`config.mk`:
```
export PLATFORM = sky130hd
export DESIGN_NAME = detc_match
export DESIGN_NICKNAME = d
export VERILOG_FILES = /design/src/design/detc_pkg.sv /design/src/design/detc_match.sv
export SDC_FILE = /design/constraint.sdc
export NUM_CORES = 1
export LEC_CHECK = 0
export ABC_AREA = 1
export BUFFER_PORTS_ARGS = -buffer_cell sky130_fd_sc_hd__buf_2
export CAP_MARGIN = 20
export CORE_MARGIN = 4
export CORE_UTILIZATION = 42
export DETAILED_ROUTE_END_ITERATION = 16
export PLACE_DENSITY = 0.9
export RECOVER_POWER = 50
export SLEW_MARGIN = 15
export SYNTH_ARGS = -nofsm -noshare
export SYNTH_HDL_FRONTEND = slang
export SYNTH_SLANG_ARGS = --single-unit
```
`constraint.sdc`:
```
create_clock -name vclk -period 0.8
set_input_delay 0 -clock vclk [all_inputs]
set_output_delay 0 -clock vclk [all_outputs]
set_load 0.01 [all_outputs]
```
`src/design/detc_pkg.sv`:
```
package detc_pkg;

    localparam int VTX_W     = 11;
    localparam int IDX_W     = 10;
    localparam int CNT_OUT_W = 11;
    localparam int ENTRY_W   = 4 * VTX_W;

    typedef logic [1:0] t_op;
    localparam t_op OP_CLEAR  = 2'd0;
    localparam t_op OP_APPEND = 2'd1;
    localparam t_op OP_QUERY  = 2'd2;

    typedef logic [1:0] t_status;
    localparam t_status STS_OK    = 2'd0;
    localparam t_status STS_FULL  = 2'd1;
    localparam t_status STS_RANGE = 2'd2;

    typedef struct packed {
        logic [VTX_W-1:0] lf;
        logic [VTX_W-1:0] ls;
        logic [VTX_W-1:0] rf;
        logic [VTX_W-1:0] rs;
    } t_entry;

    // one endpoint pair: left vertex and right vertex
    typedef struct packed {
        logic [VTX_W-1:0] l;
        logic [VTX_W-1:0] r;
    } t_end;

    typedef struct packed {
        t_end apex;
        t_end far_end;
    } t_probe;

    typedef enum logic [1:0] {
        S_IDLE,
        S_RD_J,
        S_LATCH,
        S_SCAN
    } t_state;

endpackage

```
`src/design/detc_match.sv`:
```
module detc_match (
    input  detc_pkg::t_probe i_probe,
    input  detc_pkg::t_entry i_entry,
    output logic             o_hit
);

    logic fwd_hit;
    logic rev_hit;

    // entry runs apex -> far_end on its first -> second endpoints
    assign fwd_hit = (i_entry.lf == i_probe.apex.l) && (i_entry.rf == i_probe.apex.r) &&
                     (i_entry.ls == i_probe.far_end.l) && (i_entry.rs == i_probe.far_end.r);
    // or the other way round
    assign rev_hit = (i_entry.ls == i_probe.apex.l) && (i_entry.rs == i_probe.apex.r) &&
                     (i_entry.lf == i_probe.far_end.l) && (i_entry.rf == i_probe.far_end.r);

    assign o_hit = fwd_hit || rev_hit;

endmodule

```
==> metrics <==
# rows=18; Critical path origin=i_entry[3]; area leader, netlist=xnor2_1; core area=0.00254 sq mm; most common cell after layout, fill and taps aside=nand2_1; Ports=89; cell count after synthesis=196; share of the synthesized area in the top cell type=61.8%; Finished Cell Area=0.00220 sq mm; total track usage=20.5%; drc violations=0; port buffer count=89; worst slew pin tran=194 ps; fraction of layout cells with a size suffix above 1=45.6%; Synth Warn #=0; synth unique cells=6; Max Fanout on Critical Path=2; CP Class=primary input to output pin; failing checks=negative setup slack; vias=1519; DIE WIDTH=60.3 microns; Finished Layout Cells=315; Worst path most repeated cell=nand2_1; vias in the first global route=1486; worst hold-check slack=501 ps; register area=0 sq um; required time worst endpoint=800 ps; most frequent cells in the layout=71 x nand2_1, 48 x xnor2_1, 44 x buf_2, 41 x buf_6, 32 x xnor2_2; die height=60.3 microns; Inst Count DP=315; Final ANT Viol Nets=0; crit end category=output pin; Core Util, Final=86.3%; Seq/Total Area, Yosys=0%; clock buf count=0; Wirelength per Cell=14.0 microns; Worst Hold Class=primary input to output pin; grt total ovfl=0; Layout area overhead=91.3%; initial antenna violation count=0; max_slew headroom=87.0%; Startpoint Class=primary input; Hold EP=o_hit; largest cells by area after synthesis=xnor2_1 62%, nand2_1 24%, nor2_1 8.5%, inv_1 4.2%, nand4_1 1.1%; filler cell count=145; Fmax=1.03 GHz; vias per std cell=4.82; multi-input logic area=0.00137 sq mm; Die Area=0.00364 sq mm; Max Cap Viol=0; RSZ-0062 raised after global routing=true; Critical Path AT=970 ps; Slowest cell on crit path=xnor2_1; PD cells=574 mW/mm^2; Final Max Tran Viols=0; largest net degree at the start of global routing=4; Final Hold Fails=0; slowest stage delay, CP=170 ps; Static Leakage=1.06 nW; Crit path max-delay family=simple AND/OR/NAND/NOR gates; # Post-CTS Setup Buffers=0; Layout Nets=375; GPL Wtd Cong=0.739; DRT Wirelength=4.42 mm; DP HPWL=2.90 mm; status=finished with violations; Final setup viols=1; 1st-pass router iterations=4; hold path start=i_entry[29]; CP Buf/Inv Count=2; layout sequential cell count=0; Initial DRC Count=80; Initial Utilization=45.1%; Worst Hold Depth=7; synthesized area per cell=5.86 sq um; Peak VDD IR=0.469 mV; final setup margin=-170 ps; syn nets=284; Tmin final=970 ps; first-pass GRT wire length=5.85 mm; ant diodes=0; area post-placement=0.00163 sq mm; synthesized cell area=0.00115 sq mm; Critical Path, Cell by Cell=buf_2 -> xnor2_1 -> nand2_1 -> nor2_1 -> nand2_1 -> nor2_1 -> nand3_1 -> nand2_1 -> buf_2; fin crit share=121%
## report_power, final
group	switching [mW]	internal (mW)	total, mW
combinational	0.518	0.744	1.26
sequential	0	0	0
clock	0	0	0
total	0.518	0.744	1.26
## synthesized netlist by cell type
cell type,instances
nand3_1,2
inv_1,13
nand4_1,2
nor2_1,26
nand2_1,72
xnor2_1,81
## final cells by class
| cell class | instances | area share (%) |
|---|---|---|
| inverters | 13 | 2.33 |
| multi-input cells | 183 | 62.5 |
| well taps | 30 | 1.71 |
| repair buffers | 89 | 33.4 |
## through the flow
stage / setup TNS, ps / setup slack (ps) / power (mW)
3_3_place_gp: -124 / -124 / 0.879
6_report: -170 / -170 / 1.26
3_5_place_dp: -132 / -132 / 0.892
5_1_grt: -256 / -256 / 1.35
2_1_floorplan: 0 / 221 / 0.497
4_1_cts: -82.2 / -82.2 / 1.11
## per-layer routing
| layer | up-vias | global-route usage, % | routed length [microns] |
|---|---|---|---|
| li1 | 767 | - | - |
| met1 | 675 | 20.7 | 1560 |
| met2 | 73 | 45.7 | 2480 |
| met3 | 4 | 1.30 | 335 |
| met4 | 0 | 0.949 | 46 |
| met5 | - | 0 | 0 |
## kinds of logic (layout without fill, tap and decap cells)
kind of cell	count (synthesis)	in the layout	synth area share [%]
xor+xnor	81	81	61.8
simple gates	102	102	34.0
buf+inv	13	102	4.25
## timing repair
item / in CTS / in global routing
pin swaps: 86 / 34
setup endpoints to repair: 1 / 1
resized for setup: 70 / 35
hold buffers: 0 / 0
cloned: 0 / 0
## how the worst max path moves through the flow
| stage | end | cells after the start | slack, ps |
|---|---|---|---|
| 2_1_floorplan | o_hit | 7 | 220 |
| 3_3_place_gp | o_hit | 9 | -120 |
| 3_5_place_dp | o_hit | 9 | -130 |
| 4_1_cts | o_hit | 9 | -80 |
| 5_1_grt | o_hit | 9 | -260 |
| 6_report | o_hit | 9 | -170 |
No activity file was read; power rests on OpenSTA's default activity.
